[src/sv/tsd_pkg.sv]
// Package for the keypad tone symbol SECDED decoder.
// Holds the field widths, block geometry and the symbol-to-nibble map.
// No dependencies.
package tsd_pkg;

   localparam int SymbolWidth    = 8;
   localparam int NibbleWidth    = 4;
   localparam int RowCount       = 4;
   localparam int RowIndexWidth  = 2;
   localparam int CountWidth     = 3;
   localparam int DirectionWidth = 3;

   // Count value that stands for "more than four nibbles".
   localparam logic [CountWidth-1:0] CountSaturated = 3'd5;
   localparam logic [CountWidth-1:0] CountFull      = 3'd4;

   // Command reported when the stop bit is set.
   localparam logic [DirectionWidth-1:0] CommandStop = 3'd1;
   localparam logic [DirectionWidth-1:0] CommandNone = 3'd0;

   // Column mask for column code zero; the other codes shift it right.
   localparam logic [NibbleWidth-1:0] ColumnMaskBase = 4'b1000;

   typedef struct packed {
      logic                   valid;
      logic [NibbleWidth-1:0] nibble;
   } symbol_map_type;

   // Maps a tone character to its nibble; any other character is not valid.
   function automatic symbol_map_type map_symbol(input logic [SymbolWidth-1:0] symbol);
      symbol_map_type result;
      result.valid = 1'b1;
      case (symbol)
         8'h31:   result.nibble = 4'd0;   // '1'
         8'h32:   result.nibble = 4'd1;   // '2'
         8'h33:   result.nibble = 4'd2;   // '3'
         8'h61:   result.nibble = 4'd3;   // 'a'
         8'h34:   result.nibble = 4'd4;   // '4'
         8'h35:   result.nibble = 4'd5;   // '5'
         8'h36:   result.nibble = 4'd6;   // '6'
         8'h62:   result.nibble = 4'd7;   // 'b'
         8'h37:   result.nibble = 4'd8;   // '7'
         8'h38:   result.nibble = 4'd9;   // '8'
         8'h39:   result.nibble = 4'd10;  // '9'
         8'h63:   result.nibble = 4'd11;  // 'c'
         8'h2a:   result.nibble = 4'd12;  // '*'
         8'h30:   result.nibble = 4'd13;  // '0'
         8'h23:   result.nibble = 4'd14;  // '#'
         8'h64:   result.nibble = 4'd15;  // 'd'
         default: begin
            result.valid  = 1'b0;
            result.nibble = 4'd0;
         end
      endcase
      return result;
   endfunction

endpackage

[src/sv/tone_symbol_secded_decoder_top.sv]
// Top level of the keypad tone symbol SECDED decoder.
// Collects four nibbles, decodes the extended Hamming (16,11) block on the last symbol.
// Depends on tsd_pkg.
//
//   channel   direction   handshake              payload
//   req_      in          req_valid/req_ready    req_symbol[7:0], req_last
//   rsp_      out         rsp_valid/rsp_ready    rsp_code_ok, rsp_corrected, rsp_stop_flag,
//                                                rsp_direction[2:0], rsp_command[2:0]
//
// One symbol is accepted per cycle while req_ready is high; the decode of a
// symbol with req_last is registered and shows on the rsp_ channel in the next cycle.
// A single output register holds the result; req_ready drops only while that
// register is full and rsp_ready is low.
// Synchronous active-high reset clears the nibble count and the output valid.
module tone_symbol_secded_decoder_top (
   input  logic                               clock,
   input  logic                               reset,
   input  logic                               req_valid,
   output logic                               req_ready,
   input  logic [tsd_pkg::SymbolWidth-1:0]    req_symbol,
   input  logic                               req_last,
   output logic                               rsp_valid,
   input  logic                               rsp_ready,
   output logic                               rsp_code_ok,
   output logic                               rsp_corrected,
   output logic                               rsp_stop_flag,
   output logic [tsd_pkg::DirectionWidth-1:0] rsp_direction,
   output logic [tsd_pkg::DirectionWidth-1:0] rsp_command
);

   logic [tsd_pkg::NibbleWidth-1:0] store_ff [tsd_pkg::RowCount];
   logic [tsd_pkg::NibbleWidth-1:0] store_in [tsd_pkg::RowCount];
   logic [tsd_pkg::CountWidth-1:0]  count_ff, count_in;

   logic                               rsp_valid_ff, rsp_valid_in;
   logic                               code_ok_ff, code_ok_in;
   logic                               corrected_ff, corrected_in;
   logic                               stop_ff, stop_in;
   logic [tsd_pkg::DirectionWidth-1:0] direction_ff, direction_in;
   logic [tsd_pkg::DirectionWidth-1:0] command_ff, command_in;

   tsd_pkg::symbol_map_type mapped;
   logic                    accept;

   logic [tsd_pkg::NibbleWidth-1:0]   fixed [tsd_pkg::RowCount];
   logic                              p1, p2, p3, p4, pt, syndrome;
   logic [tsd_pkg::RowIndexWidth-1:0] err_row, err_col;
   logic                              block_ok;

   assign req_ready = !rsp_valid_ff || rsp_ready;
   assign accept    = req_valid && req_ready;
   assign mapped    = tsd_pkg::map_symbol(req_symbol);

   // Store and count after this symbol; the decode sees the nibble it brings.
   always_comb begin
      store_in = store_ff;
      count_in = count_ff;
      if (accept && mapped.valid) begin
         if (count_ff < tsd_pkg::CountFull) begin
            store_in[count_ff[tsd_pkg::RowIndexWidth-1:0]] = mapped.nibble;
         end
         if (count_ff < tsd_pkg::CountSaturated) begin
            count_in = count_ff + 1'b1;
         end
      end
   end

   // Row, column and overall parities of the 4x4 block.
   always_comb begin
      p1 = 1'b0;
      p2 = 1'b0;
      p3 = 1'b0;
      p4 = 1'b0;
      pt = 1'b0;
      for (int r = 0; r < tsd_pkg::RowCount; r++) begin
         p1 = p1 ^ store_in[r][2] ^ store_in[r][0];
         p2 = p2 ^ store_in[r][1] ^ store_in[r][0];
         if (r[0]) begin
            p3 = p3 ^ (^store_in[r]);
         end
         if (r[1]) begin
            p4 = p4 ^ (^store_in[r]);
         end
         pt = pt ^ (^store_in[r]);
      end
      syndrome = p1 | p2 | p3 | p4;
      err_row  = {p4, p3};
      err_col  = {p2, p1};
      fixed    = store_in;
      // An odd overall parity means one flipped bit; a zero syndrome points it
      // at the overall parity bit itself, which is bit 3 of row 0.
      if (pt) begin
         fixed[err_row] = store_in[err_row] ^ (tsd_pkg::ColumnMaskBase >> err_col);
      end
      block_ok = (count_in == tsd_pkg::CountFull) && (pt || !syndrome);
   end

   always_comb begin
      rsp_valid_in = rsp_valid_ff && !rsp_ready;
      code_ok_in   = code_ok_ff;
      corrected_in = corrected_ff;
      stop_in      = stop_ff;
      direction_in = direction_ff;
      command_in   = command_ff;
      if (accept && req_last) begin
         rsp_valid_in = 1'b1;
         code_ok_in   = block_ok;
         corrected_in = block_ok && pt;
         stop_in      = block_ok && fixed[0][0];
         direction_in = block_ok ? fixed[1][tsd_pkg::DirectionWidth-1:0] : tsd_pkg::CommandNone;
         if (!block_ok) begin
            command_in = tsd_pkg::CommandNone;
         end else if (fixed[0][0]) begin
            command_in = tsd_pkg::CommandStop;
         end else begin
            command_in = fixed[1][tsd_pkg::DirectionWidth-1:0];
         end
      end
   end

   always_ff @(posedge clock) begin
      if (reset) begin
         count_ff     <= '0;
         rsp_valid_ff <= 1'b0;
      end else begin
         count_ff     <= (accept && req_last) ? '0 : count_in;
         rsp_valid_ff <= rsp_valid_in;
      end
   end

   always_ff @(posedge clock) begin
      store_ff     <= store_in;
      code_ok_ff   <= code_ok_in;
      corrected_ff <= corrected_in;
      stop_ff      <= stop_in;
      direction_ff <= direction_in;
      command_ff   <= command_in;
   end

   assign rsp_valid     = rsp_valid_ff;
   assign rsp_code_ok   = code_ok_ff;
   assign rsp_corrected = corrected_ff;
   assign rsp_stop_flag = stop_ff;
   assign rsp_direction = direction_ff;
   assign rsp_command   = command_ff;

endmodule

[config.mk]
export PLATFORM = sky130hd
export DESIGN_NAME = tone_symbol_secded_decoder_top
export DESIGN_NICKNAME = d
export VERILOG_FILES = /design/src/sv/tsd_pkg.sv /design/src/sv/tone_symbol_secded_decoder_top.sv
export SDC_FILE = /design/constraint.sdc
export NUM_CORES = 1
export LEC_CHECK = 0
export ABC_AREA = 1
export ABC_CLOCK_PERIOD_IN_PS = 5600
export BUFFER_PORTS_ARGS = -buffer_cell sky130_fd_sc_hd__buf_4
export CAP_MARGIN = 10
export CORE_MARGIN = 2
export CORE_UTILIZATION = 40
export CTS_CLUSTER_SIZE = 24
export DETAILED_ROUTE_END_ITERATION = 7
export MAX_ROUTING_LAYER = met4
export SYNTH_ARGS = -nofsm -noshare
export SYNTH_HDL_FRONTEND = slang
export SYNTH_SLANG_ARGS = --single-unit
[constraint.sdc]
create_clock -name clock -period 5.6 [get_ports clock]
set_input_delay 0.28 -clock clock [delete_from_list [all_inputs] [get_ports clock]]
set_output_delay 0.28 -clock clock [all_outputs]
set_load 0.03 [all_outputs]
==> impl_results.md, run 1 <==
- Distinct cell type count after synthesis: 32
- Clock input transition at the sequential cells of the worst setup and hold paths: 70 ps
- Global-route wire length before repair: 11500 µm
- Final-report setup violation count: 0
- Initial antenna violation count: 0
- Slowest cell on the critical path: sky130_fd_sc_hd__inv_1
- Total negative slack for setup checks: 0 ps
- Kind of launch point of the worst setup path: flop
- Yosys top cell area share: 0.278
- Path depth of the worst reg2reg path: 18
- Worst setup timing slack at the placement stage: 2240 ps
- Remaining design rule violation count: 0
- Share of post-route cells with drive strength above 1: 0.178
- Total CTS buffers: 5
- Part of the cycle the worst path needs: 0.590
- Worst flop-to-flop path endpoint: rsp_command[0]
- Violation count after the first detailed-routing iteration: 143
- Setup slack of the most critical reg-to-reg path: 2300 ps
- Endpoint, Worst Hold: rsp_valid
- Number of flops mapped to enable cells by yosys: 9
- Sequential element share of the synthesized area: 0.243
- Hold-fix buffers at CTS: 0
- Slew Limit Fails: 0
- Post-synthesis register bit count: 29
- Worst voltage drop across the vdd grid: 137 µV
- Fill cell instance count of the final layout: 711
- Final worst setup slack: 2300 ps
- Hold_ws: 234 ps
- Aggregate global-route resource usage: 0.198
- Status: complete, no violations
- TritonCTS clock tree: done
- Setup repair after global routing missed its margin: no
- Detailed Route WL: 6630 µm
- Net count after synthesis: 483
- Ranking of synthesized cells by area: sky130_fd_sc_hd__nand2_1 (28%), sky130_fd_sc_hd__dfxtp_1 (15%), sky130_fd_sc_hd__edfxtp_1 (9.8%)
- Final-stage net count: 506
- Synthesized netlist cell count: 466
- Die Wd: 87.0 µm
- Remaining antenna violation count after routing: 0
- Clock buffer depth: 2
- Final Skew: 8.86 ps
- Post-synth ARST share: 0
- Via density per instance: 4.82
- Largest net degree at the start of global routing: 30
- Hold depth: 4
- Minimum clock period: 3300 ps
- Quantity of gates resized following cts: 0
- Port Buffer Count: 23
- Power per cell area: 159 nW/µm²
- Startpoint of the tightest hold check path: reset
- CTS Sinks: 29
- Largest stage delay on the critical path: 700 ps
- Row Count: 30
- Register area: 671 µm²
- Area growth, synth to finish: 10.4%
- Synthesized cell area: 2760 µm²
- Routed via count: 2750
- Crit Reg-Reg Startpoint: rsp_valid
- Worst path bufs/invs: 2
- DP HPWL: 5340 µm
- Vert. Die Dim: 87.0 µm
- Final Non-Filler Cells: 570
- Crit. End Element: flop
- Syn avg cell area: 5.92 µm²
- Static leakage: 1.69 nW
- Setup fix buffers added after clock tree synthesis: 0
- Crit Path Max Fanout: 29
- Area used by multi-input combinational logic: 1770 µm²
- Max-capacitance violation count: 0
- Clock Tree Root: sky130_fd_sc_hd__clkbuf_8
- Pre-Repair DR Iteration Count: 4
- Worst-margin pin slew: 941 ps
- Remaining global-route overflow: 0
- Most used standard cells in the synthesized netlist: sky130_fd_sc_hd__nand2_1 (204), sky130_fd_sc_hd__inv_1 (60), sky130_fd_sc_hd__nor2_1 (42), sky130_fd_sc_hd__nand2_2 (25), sky130_fd_sc_hd__nand4_1 (23)
- Number of H-tree levels: 2
- Hold Fails Final Rpt: 0
- Most frequent cell after synthesis: sky130_fd_sc_hd__nand2_1
- Wire length per cell after detailed routing: 11.6 µm
- Cell type with the highest occurrence count on the critical path: sky130_fd_sc_hd__nand2_1
- Full die area: 7570 µm²
- Starting utilization of the core area: 0.410
- Critical path, cell by cell: nand2_1 -> nand2_1 -> inv_1 -> nand3b_2 -> o21ai_1 -> inv_1 -> nand2_1 -> nand2_1 -> nand2_1 -> nand2_1 -> nand2_1 -> nand2_1 -> nand2_1 -> nand2_1 -> nand2_1 -> nand2_1 -> nand2_1 -> nand2_1
- End-of-flow core utilization: 0.453
- Top-level I/O count: 24
- Rel. slew slack: 0.372
- Total number of yosys warnings: 0
- Largest area contributor in the synthesized netlist: sky130_fd_sc_hd__nand2_1
- Largest delay contributor family on the critical path: simple AND/OR/NAND/NOR gates
- Clock latency on the worst-skew pair: 280 ps
- Final weighted congestion in routability-driven placement: 0.899
- Number of global-route vias before repair: 2549
- Data arrival, critical path: 3350 ps
- Inserted Diodes: 0
- Achievable Freq: 303 MHz
- Prevailing post-synth register cell: sky130_fd_sc_hd__dfxtp_1
- Class of the most critical hold timing path: in -> reg
- Crit Path Class: reg -> reg
- Core Area: 6720 µm²
- Post-placement cell count: 562
- Worst EP required: 5650 ps
-- power by group --
part | total, W | internal, W | switching [W]
Sequential | 0.000222 | 0.000221 | 0.00000176
Combinational | 0.0000859 | 0.0000274 | 0.0000585
Clock | 0.000176 | 0.0000859 | 0.0000899
-- flip-flops by register name, summed over array words and instances (netlist names) --
register,count
rsp_corrected,1
count_ff,3
rsp_stop_flag,1
rsp_valid,1
rsp_command,3
rsp_direction,3
rsp_code_ok,1
store_ff,16
-- worst register-to-register path: cells and delay by family (launching register included) --
kind	cells	cell delay, ps
flops	1	320
compound gates	1	400
simple gates	15	1560
buf+inv	2	800
-- cells by family after synthesis --
family | synth area share
XOR/XNOR | 0.0154
buffers and inverters | 0.114
AND/OR/NAND/NOR | 0.570
flip-flops | 0.243
AO/OA/AOI/OAI | 0.0390
adder cells (fa/ha/maj) | 0.0181
-- placed cells by master, fill, tap and decap left out --
cell type                  netlist  routed
sky130_fd_sc_hd__xor2_1          1       1
sky130_fd_sc_hd__nor2_1         42      42
sky130_fd_sc_hd__a21boi_1        3       3
sky130_fd_sc_hd__o21ai_2         2       2
sky130_fd_sc_hd__buf_4           0      23
sky130_fd_sc_hd__nand3b_2        1       1
sky130_fd_sc_hd__nand2_4         4       4
sky130_fd_sc_hd__nand3_2         3       3
sky130_fd_sc_hd__xnor2_1         2       2
sky130_fd_sc_hd__a21oi_1         2       2
sky130_fd_sc_hd__dfxtp_1        20      20
sky130_fd_sc_hd__nand4_1        23      23
sky130_fd_sc_hd__a22oi_1         1       1
sky130_fd_sc_hd__o21ai_0         7       7
sky130_fd_sc_hd__ha_1            4       4
sky130_fd_sc_hd__nor2_2          8       8
sky130_fd_sc_hd__clkinv_4        0       1
sky130_fd_sc_hd__clkinv_1        0       1
sky130_fd_sc_hd__nand2_1       204     204
sky130_fd_sc_hd__nor2_4          3       3
sky130_fd_sc_hd__inv_2           5       5
sky130_fd_sc_hd__o21ai_1         3       3
sky130_fd_sc_hd__clkbuf_8        0       5
sky130_fd_sc_hd__edfxtp_1        9       9
sky130_fd_sc_hd__nor3_1          2       2
sky130_fd_sc_hd__inv_1          60      60
sky130_fd_sc_hd__nand2_2        25      25
sky130_fd_sc_hd__xnor2_2         1       1
sky130_fd_sc_hd__nand3_1        19      19
sky130_fd_sc_hd__nand4_2         3       3
sky130_fd_sc_hd__clkinv_2        0       1
sky130_fd_sc_hd__nand3_4         2       2
-- cell type report --
cell class                      instances  share of cell area
Multi-Input combinational cell        365               0.582
Sequential cell                        29               0.220
Inverter                               65              0.0801
Timing Repair Buffer                   23              0.0567
Tap cell                               80              0.0329
Clock buffer                            5              0.0226
Clock inverter                          3             0.00575
-- stage by stage --
step	cell area [µm²]	power, W
2_1_floorplan	2760	0.000291
3_3_place_gp	2960	0.000312
3_5_place_dp	2960	0.000313
4_1_cts	3050	0.000487
5_1_grt	3050	0.000511
6_report	3050	0.000484
-- routing by layer --
| layer | vias to the layer above | wire [µm] | track usage |
|---|---|---|---|
| met4 | 0 | 40 | 0.0398 |
| met5 | - | 0 | - |
| met1 | 1197 | 3250 | 0.267 |
| met3 | 6 | 285 | 0.0379 |
| met2 | 47 | 3050 | 0.310 |
| li1 | 1500 | - | - |
-- worst max path at each step --
| stage | from | end | depth (start not counted) |
|---|---|---|---|
| 6_report | rsp_valid | rsp_command[0] | 18 |
| 3_5_place_dp | rsp_ready | rsp_command[0] | 22 |
| 5_1_grt | rsp_valid | rsp_command[2] | 17 |
| 4_1_cts | rsp_valid | rsp_command[0] | 18 |
| 2_1_floorplan | rsp_valid | rsp_command[0] | 20 |
| 3_3_place_gp | req_symbol[7] | rsp_command[0] | 23 |
(Power assumes the default switching activity.)
==> run 2: changes to the inputs <==
- ABC_CLOCK_PERIOD_IN_PS: 5600 -> 3300
- clock period: 5.6 -> 3.3 ns (I/O delays scaled with it)
==> impl_results.md, run 2 (same netlist as run 1, synthesis figures left out) <==
- Clock input transition at the sequential cells of the worst setup and hold paths: 70 ps
- TritonCTS clock tree: done
- Slew Limit Fails: 0
- Total negative slack for setup checks: 0 ps
- Class of the most critical hold timing path: in -> reg
- Die Wd: 87.0 µm
- Max reg flops: 16
- Crit Path Max Fanout: 16
- Part of the cycle the worst path needs: 0.870
- Initial antenna violation count: 0
- End-of-flow core utilization: 0.466
- Worst voltage drop across the vdd grid: 153 µV
- Inserted Diodes: 0
- Via density per instance: 4.80
- Core Area: 6720 µm²
- Share of post-route cells with drive strength above 1: 0.196
- Starting utilization of the core area: 0.410
- Remaining design rule violation count: 0
- Final-report setup violation count: 0
- Worst-margin pin slew: 722 ps
- Final worst setup slack: 428 ps
- Vert. Die Dim: 87.0 µm
- Number of H-tree levels: 2
- Status: complete, no violations
- Quantity of gates resized following cts: 0
- Setup repair after global routing missed its margin: no
- Setup fix buffers added after clock tree synthesis: 0
- Remaining antenna violation count after routing: 0
- Path depth of the worst reg2reg path: 19
- Number of global-route vias before repair: 2501
- Crit Reg-Reg Startpoint: rsp_valid
- Static leakage: 1.74 nW
- Hold Fails Final Rpt: 0
- Port Buffer Count: 23
- Final Non-Filler Cells: 580
- Worst setup path endpoint: rsp_command[0]
- Global-route wire length before repair: 11300 µm
- Commonest non-fill, non-tap cell in the layout: sky130_fd_sc_hd__nand2_1
- Aggregate global-route resource usage: 0.193
- Start point of the critical path: req_symbol[2]
- Detailed Route WL: 6500 µm
- Top register by number of flip-flops: store_ff
- Violation count after the first detailed-routing iteration: 163
- Kind of launch point of the worst setup path: primary input
- Data arrival, critical path: 2920 ps
- Wire length per cell after detailed routing: 11.2 µm
- Fill cell instance count of the final layout: 696
- Commonest non-fill, non-tap cells in the layout: sky130_fd_sc_hd__nand2_1 (204), sky130_fd_sc_hd__inv_1 (60), sky130_fd_sc_hd__nor2_1 (42), sky130_fd_sc_hd__buf_4 (32), sky130_fd_sc_hd__nand2_2 (25)
- CTS Sinks: 29
- Top-level I/O count: 24
- Final-stage net count: 516
- Total CTS buffers: 5
- Worst EP required: 3350 ps
- Clock buffer depth: 2
- Area used by multi-input combinational logic: 1770 µm²
- Post-placement cell count: 572
- Final weighted congestion in routability-driven placement: 0.873
- DP HPWL: 5290 µm
- Power per cell area: 266 nW/µm²
- Pre-Repair DR Iteration Count: 4
- Setup slack of the most critical reg-to-reg path: 500 ps
- Crit. End Element: flop
- Worst flop-to-flop path endpoint: rsp_command[0]
- Area growth, synth to finish: 13.6%
- Minimum clock period: 2870 ps
- Clock Tree Root: sky130_fd_sc_hd__clkbuf_8
- Achievable Freq: 348 MHz
- Full die area: 7570 µm²
- Clock latency on the worst-skew pair: 290 ps
- Max-capacitance violation count: 0
- Remaining global-route overflow: 0
- Largest net degree at the start of global routing: 30
- Routed via count: 2786
- Rel. slew slack: 0.517
- Hold-fix buffers at CTS: 0
- Row Count: 30
- Crit Path Class: in -> reg
- Register area: 671 µm²
- Final Skew: 5.25 ps
- Worst setup timing slack at the placement stage: 150 ps
## run 2: changes by cell type in the layout (fill, tap and decap cells not counted), sizes merged
cell,before,now
buf,23,33
clkinv,3,2
clkinvlp,0,1
## run 2: how the worst min path moves through the flow
stage | start | end | slack [ps] | cells after the start
after floorplan | reset | rsp_valid | 310 | 3
after global placement | reset | rsp_valid | 420 | 4
after detailed placement | reset | rsp_valid | 420 | 4
after CTS | reset | rsp_valid | 110 | 4
after global routing | reset | rsp_valid | 140 | 4
final | reset | rsp_valid | 110 | 4
## run 2: per-layer routing
metal,global-route usage,up-vias,wire (µm)
met5,-,-,0
met4,0.0639,0,97
met3,0.0322,10,287
met2,0.291,58,2850
met1,0.260,1198,3270
li1,-,1520,-
## run 2: critical path: stages
cell and delay [ps]:
sky130_fd_sc_hd__buf_4 120, sky130_fd_sc_hd__inv_1 110, sky130_fd_sc_hd__nor2_2 70, sky130_fd_sc_hd__nand2_1 70, sky130_fd_sc_hd__nor2_2 50, sky130_fd_sc_hd__nor2_2 120
sky130_fd_sc_hd__nand2_2 90, sky130_fd_sc_hd__nor2_4 220, sky130_fd_sc_hd__nand2_4 170, sky130_fd_sc_hd__buf_4 220, sky130_fd_sc_hd__nand3_4 100, sky130_fd_sc_hd__nand2_1 70
sky130_fd_sc_hd__nand2_2 110, sky130_fd_sc_hd__nand2_1 80, sky130_fd_sc_hd__nand2_2 120, sky130_fd_sc_hd__nand2_1 80, sky130_fd_sc_hd__nand2_2 100, sky130_fd_sc_hd__nand2_1 90
sky130_fd_sc_hd__nand2_1 140, sky130_fd_sc_hd__nand2_1 70, sky130_fd_sc_hd__nand3_1 80, sky130_fd_sc_hd__nand3_1 100, sky130_fd_sc_hd__nand3_1 90, sky130_fd_sc_hd__nand2_1 90
sky130_fd_sc_hd__nand2_1 110, sky130_fd_sc_hd__nand2_1 70
## run 2: cell type report
class,instances,area share
clock inverter,3,0.00559
timing repair buffer,33,0.0831
tap,80,0.0319
multi-input combinational,365,0.565
sequential,29,0.214
inverter,65,0.0779
clock buffer,5,0.0220
## run 2: through the flow
step | power [W] | cell area, µm² | hold WS (ps)
2_1_floorplan | 0.000495 | 2760 | 315
3_3_place_gp | 0.000536 | 3050 | 415
3_5_place_dp | 0.000539 | 3050 | 417
4_1_cts | 0.000835 | 3130 | 109
5_1_grt | 0.000878 | 3130 | 139
6_report | 0.000832 | 3130 | 107
## run 2: where the power goes
part           switching, W  leakage [nW]  internal [W]
registers        0.00000280         0.249      0.000375
logic              0.000101          1.45     0.0000531
clock network      0.000155        0.0439      0.000145
total              0.000259          1.74      0.000573
